<file path="src/rtl/core/rpm_pkg.sv">
// ----------------------------------------------------------------------------
// rpm_pkg
// Shared constants, word types and control structs of the RMS / peak level
// meter.
// ----------------------------------------------------------------------------
package rpm_pkg;

    localparam int SAMPLE_BITS = 16;
    localparam int COUNT_BITS  = 32;

    // Output field widths are fixed by the word format.
    localparam int LEVEL_W = 16;
    localparam int TALLY_W = 32;

    localparam int MAG_W  = SAMPLE_BITS;
    localparam int PROD_W = 2 * SAMPLE_BITS;

    // Largest sum that can build up before the tally saturates; capped at 64
    // bits, where the sum saturates instead.
    localparam int SUM_FULL_W = 2 * (SAMPLE_BITS - 1) + COUNT_BITS;
    localparam int SUM_W      = (SUM_FULL_W > 64) ? 64 : SUM_FULL_W;

    // Root width and the even-width radicand / dividend register.
    localparam int SQ_W  = (SUM_W + 1) / 2;
    localparam int X_W   = 2 * SQ_W;
    localparam int CNT_W = $clog2(X_W);

    localparam int RMS_EXT_W  = (SQ_W > LEVEL_W) ? SQ_W : LEVEL_W;
    localparam int PEAK_EXT_W = (MAG_W > LEVEL_W) ? MAG_W : LEVEL_W;

    localparam logic [COUNT_BITS-1:0] TALLY_MAX = '1;

    localparam logic CMD_SAMPLE = 1'b0;
    localparam logic CMD_REPORT = 1'b1;

    typedef struct packed {
        logic               cmd;
        logic signed [15:0] sample;
    } in_word_t;

    typedef struct packed {
        logic [LEVEL_W-1:0] rms_level;
        logic [LEVEL_W-1:0] peak_level;
        logic [TALLY_W-1:0] samples_seen;
        logic               count_saturated;
    } out_word_t;

    typedef struct packed {
        logic capture;
        logic square;
        logic accum;
        logic report;
        logic div_step;
        logic sqrt_step;
        logic load_out;
    } rpm_cmd_t;

    typedef struct packed {
        logic den_zero;
        logic step_last;
    } rpm_status_t;

    typedef enum logic [5:0] {
        ST_IDLE   = 6'b000001,
        ST_SQUARE = 6'b000010,
        ST_ACCUM  = 6'b000100,
        ST_DIV    = 6'b001000,
        ST_SQRT   = 6'b010000,
        ST_RESULT = 6'b100000
    } rpm_state_t;

endpackage

</file>
<file path="src/rtl/core/rpm_datapath.sv">
// ----------------------------------------------------------------------------
// rpm_datapath
// Accumulators, square unit, bit-serial divider and square root, and the
// output word register.
// ----------------------------------------------------------------------------
module rpm_datapath
    import rpm_pkg::*;
(
    input  logic        clk,
    input  logic        rst_n,
    input  in_word_t    in_data,
    input  rpm_cmd_t    cmd,
    output rpm_status_t status,
    output out_word_t   out_data
);

    // running accumulators
    logic [SUM_W-1:0]      sum_reg;
    logic [MAG_W-1:0]      peak_reg;
    logic [COUNT_BITS-1:0] tally_reg;
    logic                  ovf_reg;

    // sample pipeline
    logic [MAG_W-1:0]  mag_reg;
    logic [PROD_W-1:0] sq_reg;

    // report working set
    logic [COUNT_BITS-1:0] den_reg;
    logic [MAG_W-1:0]      snap_peak_reg;
    logic                  snap_ovf_reg;
    logic [X_W-1:0]        x_reg;
    logic [COUNT_BITS:0]   div_rem_reg;
    logic [SQ_W+1:0]       sq_rem_reg;
    logic [SQ_W-1:0]       root_reg;
    logic [CNT_W-1:0]      cnt_reg;

    out_word_t out_reg;

    logic [SAMPLE_BITS-1:0] raw;
    logic [MAG_W-1:0]       mag;
    logic [SUM_W:0]         sum_add;
    logic                   tally_full;
    logic [COUNT_BITS:0]    div_trial;
    logic                   div_ge;
    logic [SQ_W+1:0]        sq_trial;
    logic [SQ_W+1:0]        sq_sub;
    logic                   sq_ge;
    logic [RMS_EXT_W-1:0]   rms_ext;
    logic [PEAK_EXT_W-1:0]  peak_ext;

    assign raw = SAMPLE_BITS'(in_data.sample);
    assign mag = raw[SAMPLE_BITS-1] ? (~raw + 1'b1) : raw;

    assign sum_add    = {1'b0, sum_reg} + (SUM_W + 1)'(sq_reg);
    assign tally_full = (tally_reg == TALLY_MAX);

    // restoring divide: one quotient bit per cycle, shifted into x_reg
    assign div_trial = {div_rem_reg[COUNT_BITS-1:0], x_reg[X_W-1]};
    assign div_ge    = (div_trial >= {1'b0, den_reg});

    // digit-by-digit root: two radicand bits per cycle
    assign sq_trial = {sq_rem_reg[SQ_W-1:0], x_reg[X_W-1:X_W-2]};
    assign sq_sub   = {root_reg, 2'b01};
    assign sq_ge    = (sq_trial >= sq_sub);

    assign rms_ext  = RMS_EXT_W'(root_reg);
    assign peak_ext = PEAK_EXT_W'(snap_peak_reg);

    assign status.den_zero  = (den_reg == '0);
    assign status.step_last = (cnt_reg == '0);

    assign out_data = out_reg;

    always_ff @(posedge clk or negedge rst_n)
    begin
        if (!rst_n)
        begin
            sum_reg   <= '0;
            peak_reg  <= '0;
            tally_reg <= '0;
            ovf_reg   <= 1'b0;
        end
        else if (cmd.report)
        begin
            sum_reg   <= '0;
            peak_reg  <= '0;
            tally_reg <= '0;
            ovf_reg   <= 1'b0;
        end
        else if (cmd.accum)
        begin
            if (tally_full)
            begin
                ovf_reg <= 1'b1;
            end
            else
            begin
                sum_reg   <= sum_add[SUM_W] ? '1 : sum_add[SUM_W-1:0];
                tally_reg <= tally_reg + 1'b1;
                if (mag_reg > peak_reg)
                begin
                    peak_reg <= mag_reg;
                end
            end
        end
    end

    always_ff @(posedge clk)
    begin
        if (cmd.capture)
        begin
            mag_reg <= mag;
        end
        if (cmd.square)
        begin
            sq_reg <= mag_reg * mag_reg;
        end

        if (cmd.report)
        begin
            den_reg       <= tally_reg;
            snap_peak_reg <= peak_reg;
            snap_ovf_reg  <= ovf_reg;
            x_reg         <= X_W'(sum_reg);
            div_rem_reg   <= '0;
            sq_rem_reg    <= '0;
            root_reg      <= '0;
            cnt_reg       <= CNT_W'(X_W - 1);
        end
        else if (cmd.div_step)
        begin
            div_rem_reg <= div_ge ? (div_trial - {1'b0, den_reg}) : div_trial;
            x_reg       <= {x_reg[X_W-2:0], div_ge};
            cnt_reg     <= status.step_last ? CNT_W'(SQ_W - 1) : cnt_reg - 1'b1;
        end
        else if (cmd.sqrt_step)
        begin
            sq_rem_reg <= sq_ge ? (sq_trial - sq_sub) : sq_trial;
            root_reg   <= {root_reg[SQ_W-2:0], sq_ge};
            x_reg      <= {x_reg[X_W-3:0], 2'b00};
            cnt_reg    <= cnt_reg - 1'b1;
        end

        if (cmd.load_out)
        begin
            out_reg.rms_level       <= rms_ext[LEVEL_W-1:0];
            out_reg.peak_level      <= peak_ext[LEVEL_W-1:0];
            out_reg.samples_seen    <= TALLY_W'(den_reg);
            out_reg.count_saturated <= snap_ovf_reg;
        end
    end

endmodule

</file>
<file path="src/rtl/core/rpm_ctrl.sv">
// ----------------------------------------------------------------------------
// rpm_ctrl
// Sequencer of the level meter: input handshake, sample and report steps,
// output valid.
// ----------------------------------------------------------------------------
module rpm_ctrl
    import rpm_pkg::*;
(
    input  logic        clk,
    input  logic        rst_n,
    input  logic        in_valid,
    output logic        in_ready,
    input  logic        in_cmd,
    output logic        out_valid,
    input  logic        out_ready,
    input  rpm_status_t status,
    output rpm_cmd_t    cmd
);

    rpm_state_t state_reg;
    rpm_state_t state_next;
    logic       out_valid_reg;
    logic       out_valid_next;
    logic       in_fire;

    assign in_ready  = (state_reg == ST_IDLE);
    assign in_fire   = in_valid && in_ready;
    assign out_valid = out_valid_reg;

    always_comb
    begin
        state_next = state_reg;
        cmd        = '0;
        unique case (state_reg)
            ST_IDLE:
            begin
                if (in_fire)
                begin
                    if (in_cmd == CMD_REPORT)
                    begin
                        cmd.report = 1'b1;
                        state_next = ST_DIV;
                    end
                    else
                    begin
                        cmd.capture = 1'b1;
                        state_next  = ST_SQUARE;
                    end
                end
            end
            ST_SQUARE:
            begin
                cmd.square = 1'b1;
                state_next = ST_ACCUM;
            end
            ST_ACCUM:
            begin
                cmd.accum  = 1'b1;
                state_next = ST_IDLE;
            end
            ST_DIV:
            begin
                // empty report: root stays cleared
                if (status.den_zero)
                begin
                    state_next = ST_RESULT;
                end
                else
                begin
                    cmd.div_step = 1'b1;
                    if (status.step_last)
                    begin
                        state_next = ST_SQRT;
                    end
                end
            end
            ST_SQRT:
            begin
                cmd.sqrt_step = 1'b1;
                if (status.step_last)
                begin
                    state_next = ST_RESULT;
                end
            end
            ST_RESULT:
            begin
                if (!out_valid_reg || out_ready)
                begin
                    cmd.load_out = 1'b1;
                    state_next   = ST_IDLE;
                end
            end
            default:
            begin
                state_next = ST_IDLE;
            end
        endcase
    end

    always_comb
    begin
        if (cmd.load_out)
        begin
            out_valid_next = 1'b1;
        end
        else if (out_ready)
        begin
            out_valid_next = 1'b0;
        end
        else
        begin
            out_valid_next = out_valid_reg;
        end
    end

    always_ff @(posedge clk or negedge rst_n)
    begin
        if (!rst_n)
        begin
            state_reg     <= ST_IDLE;
            out_valid_reg <= 1'b0;
        end
        else
        begin
            state_reg     <= state_next;
            out_valid_reg <= out_valid_next;
        end
    end

endmodule

</file>
<file path="src/rtl/core/rms_peak_level_meter.sv">
// ----------------------------------------------------------------------------
// rms_peak_level_meter
// Audio level meter: squared-sample sum, peak magnitude and sample count,
// reported as floor RMS, peak, count and saturation flag.
// ----------------------------------------------------------------------------
// A sample word passes through accept, square and accumulate steps, and
// in_ready stays low while it is squared and accumulated. For a report word
// a restoring divider yields one quotient bit per cycle over the 62-bit sum,
// then a digit-by-digit square root consumes two radicand bits per cycle
// from the same shift register, and in_ready stays low until the result is
// loaded. A report with no samples skips both. A finished report waits in
// the output register, and new samples are accepted while it waits.
module rms_peak_level_meter
    import rpm_pkg::*;
(
    input  logic      clk,
    input  logic      rst_n,
    input  logic      in_valid,
    output logic      in_ready,
    input  in_word_t  in_data,
    output logic      out_valid,
    input  logic      out_ready,
    output out_word_t out_data
);

    rpm_cmd_t    cmd;
    rpm_status_t status;

    rpm_ctrl u_ctrl (
        .clk       (clk),
        .rst_n     (rst_n),
        .in_valid  (in_valid),
        .in_ready  (in_ready),
        .in_cmd    (in_data.cmd),
        .out_valid (out_valid),
        .out_ready (out_ready),
        .status    (status),
        .cmd       (cmd)
    );

    rpm_datapath u_datapath (
        .clk      (clk),
        .rst_n    (rst_n),
        .in_data  (in_data),
        .cmd      (cmd),
        .status   (status),
        .out_data (out_data)
    );

endmodule

</file>
<file path="config.mk">
export PLATFORM = sky130hd
export DESIGN_NAME = rms_peak_level_meter
export DESIGN_NICKNAME = d
export VERILOG_FILES = /design/src/rtl/core/rpm_pkg.sv /design/src/rtl/core/rpm_datapath.sv /design/src/rtl/core/rpm_ctrl.sv /design/src/rtl/core/rms_peak_level_meter.sv
export SDC_FILE = /design/constraint.sdc
export NUM_CORES = 1
export LEC_CHECK = 0
export BUFFER_PORTS_ARGS = -buffer_cell sky130_fd_sc_hd__buf_4
export CAP_MARGIN = 10
export CORE_MARGIN = 10
export CORE_UTILIZATION = 40
export DETAILED_ROUTE_END_ITERATION = 10
export PLACE_DENSITY_LB_ADDON = 0.12
export SLEW_MARGIN = 20
export SYNTH_ARGS = -nofsm -noshare
export SYNTH_HDL_FRONTEND = slang
export SYNTH_SLANG_ARGS = --single-unit
export TNS_END_PERCENT = 1
</file>
<file path="constraint.sdc">
create_clock -name clk -period 17.9 [get_ports clk]
set_input_delay 5.37 -clock clk [delete_from_list [all_inputs] [get_ports clk]]
set_output_delay 5.37 -clock clk [all_outputs]
set_load 0.02 [all_outputs]
</file>
==> flow_summary_export.csv <==
group,metric,value,unit
worst_setup_path,r2r_cells,24,
cts,numCtsBuffers,51,
cts,cts_max_path_buffers,3,
route,wl_per_cell,17.0,um
timing,slew_headroom,24.4,%
floorplanning,die_w,296,um
timing,grt_setup_unrepaired,"false",
worst_setup_path,crit_start,"u_ctrl.state_reg[3]",
finish,drive_gt1_share,6.98,%
logic_synthesis,syn_area,30500,sq um
worst_setup_path,endpoint,"in_ready",
grt,antenna_found_initial,0,
floorplanning,floorplan.io_pins,88,
grt,grt_max_degree,122,
logic_synthesis,avgSynthCellArea,9.40,sq um
finish,largest_register_ff_count,65,
worst_setup_path,rrSetupSlack,10.32,ns
finish,diodes,0,
timing,max_freq,128,MHz
timing,tightest_slew,1.13,ns
cts,post-cts-setup-buffers,0,
run_status,status,"complete, no violations",
worst_setup_path,endpoint_kind,"output pin",
grt,grt_pass1_wl,122000,um
logic_synthesis,yosysSeqAreaShare,38.2,%
floorplanning,rows,101,
logic_synthesis,yosysTopAreaCell,"edfxtp_1",
logic_synthesis,synth_edf_count,223,
route,viasPerCell,5.40,
worst_setup_path,cp-start-kind,"register",
timing,final-setup-viol-count,0,
worst_setup_path,path_class,"register to output pin",
placed_design,gp_congestion,0.857,
cts,post_cts_resized,0,
logic_synthesis,synthFlopType,"edfxtp_1",
run,maxCapViolations,0,
hold_path,hold_class,"register to register",
cts,cts_htree_levels,2,
timing,slew_viol_final,0,
logic_synthesis,synthArstFlopShare,26.8,%
cts,root_buffer,"clkbuf_16",
timing,fin_crit,7.79,ns
route,routed_wl,72500,um
worst_setup_path,crit_fanout,6,
timing,fin_tns_setup,0,ns
cts,clock_latency,0.59,ns
worst_setup_path,r2r_end,"u_datapath.sq_reg[31]",
logic_synthesis,synth.area.top_cells,"edfxtp_1, fa_1, dfrtp_1, ha_1, dfxtp_1",
finish,final_nets,3657,
floorplanning,die_h,296,um
placed_design,hpwlAfterDp,52100,um
floorplanning,die-area,87700,sq um
logic_synthesis,synthDominantCellAreaShare,22.0,%
floorplanning,coreArea,75700,sq um
floorplanning,start_util,40.3,%
grt,grt_pass1_vias,23700,
timing,final_hold_viol_count,0,
logic_synthesis,yosysWarningCount,0,
cts,cts.sinks,441,
worst_setup_path,worstPathRequired,12.53,ns
worst_setup_path,cp.arrival,2.42,ns
worst_setup_path,r2r-start,"u_datapath.mag_reg[6]",
route,vias,23100,
finish,area_growth,10.4,%
timing,period_share,43.5,%
grt,grt_use_total,16.8,%
route,drtAntennaViolNets,0,
grt,overflow,0,
logic_synthesis,synth_cells,3244,
cts,tritoncts,"built",
timing,fin_skew,0.0205,ns
logic_synthesis,ys_ff_latch,441,
route,drt-pass1-iter-count,5,
cts,clk_pin_slew,0.06,ns
placed_design,port_buffers,87,
logic_synthesis,synth_cell_types,88,
route,drcViolationCount,0,
route,drt_iter0_drc,1272,
cts,cts_hold_buffers,0,
logic_synthesis,synth_fp_nets,3647,
[worst min-delay path by stage]
stage | from | end | slack, ns | cells after the start
5_1_grt | u_datapath.peak_ext[7] | u_datapath.out_data[40] | 0.42 | 0
3_3_place_gp | u_datapath.peak_ext[7] | u_datapath.out_data[40] | 0.41 | 0
3_5_place_dp | u_datapath.peak_ext[7] | u_datapath.out_data[40] | 0.41 | 0
6_report | u_datapath.peak_ext[7] | u_datapath.out_data[40] | 0.42 | 0
4_1_cts | u_datapath.peak_ext[4] | u_datapath.out_data[37] | 0.42 | 0
2_1_floorplan | u_datapath.snap_ovf_reg | u_datapath.out_data[0] | 0.40 | 0
[final cells by class]
cell class                      count  area [sq um]
Timing Repair Buffer              106           800
Sequential cell                   441         11700
Tap cell                          978          1220
Fill cell                        7295         42000
Clock buffer                       71          1400
Multi-Input combinational cell   2280         16900
Inverter                          374          1410
Clock inverter                     24           253
[per-stage QoR]
stage                     instances  hold WS (ns)  instance area (sq um)  util [%]  setup WS, ns
after floorplan                3244         0.400                  30500         -          8.99
after global placement         4179         0.409                  32000      42.3          9.85
after detailed placement       4179         0.406                  32000      42.3          9.75
after CTS                      4274         0.417                  33600      44.4         10.09
after global routing           4274         0.419                  33700      44.5          9.88
final                          4274         0.419                  33700      44.5         10.11
[worst max-delay path, cell delays in order (launching register included)]
cell and delay, ns:
dfrtp_1 0.45, nor3_1 0.33, nand2b_1 0.22, or3b_1 0.50
inv_1 0.17, buf_4 0.17
[synthesized netlist by cell type, types with 5 or more instances]
master and number:
inv_1 372, nand2_1 369, nor2_1 232, edfxtp_1 223, ha_1 217, a21oi_1 205, fa_1 165, o21ai_0 161
clkbuf_1 130, dfrtp_1 117, a31oi_1 109, dfxtp_1 100, xnor2_1 94, nand3_1 74, xor2_1 65, a21o_1 63
nor3_1 58, and2_1 56, nand4_1 37, a211oi_1 35, and3_1 35, mux2i_1 32, o21a_1 24, nor2b_1 22
nand2b_1 21, nor4_1 18, o31ai_1 16, and4_1 14, o21bai_1 14, or3_1 13, a311oi_1 10, buf_2 10
or2_2 10, o211ai_1 6, a211o_1 5, or4_1 5
[layout by cell type (no fill, tap or decap), types with 16 or more instances in the layout]
| cell type | count |
|---|---|
| fa_1 | 165 |
| nor3_1 | 57 |
| o31ai_1 | 16 |
| nor2_1 | 232 |
| and2_1 | 56 |
| and3_1 | 35 |
| nor2b_1 | 21 |
| dfrtp_1 | 117 |
| nand2_1 | 368 |
| buf_4 | 105 |
| nand3_1 | 73 |
| a21oi_1 | 205 |
| o21ai_0 | 161 |
| edfxtp_1 | 223 |
| inv_1 | 372 |
| a21o_1 | 63 |
| mux2i_1 | 32 |
| nand4_1 | 37 |
| nand2b_1 | 21 |
| clkbuf_16 | 51 |
| xnor2_1 | 94 |
| a211oi_1 | 34 |
| nor4_1 | 17 |
| dfxtp_1 | 100 |
| xor2_1 | 65 |
| ha_1 | 217 |
| a31oi_1 | 109 |
| o21a_1 | 24 |
[routing by layer]
| layer | part of all wire (%) | track usage, % |
|---|---|---|
| met1 | 45 | 21.7 |
| met2 | 50 | 29.5 |
| met3 | 3.7 | 2.01 |
| met4 | 2.1 | 4.23 |
| met5 | 0 | 0 |
[cell families (layout without fill, tap and decap cells)]
logic type,after synthesis,in the layout,share of synthesized area (%)
buffers and inverters,523,575,6.55
and+or+nand+nor,984,984,15.0
xor gates and xnor gates,159,159,4.57
muxes,35,35,1.16
DFF,441,441,38.2
AOI/OAI and AO/OA,720,720,14.7
adders and majority gates,382,382,19.7
Power is left out: the tool's default activity adds up to more than one toggle a clock period on the data nets, which glitch-free logic cannot reach.
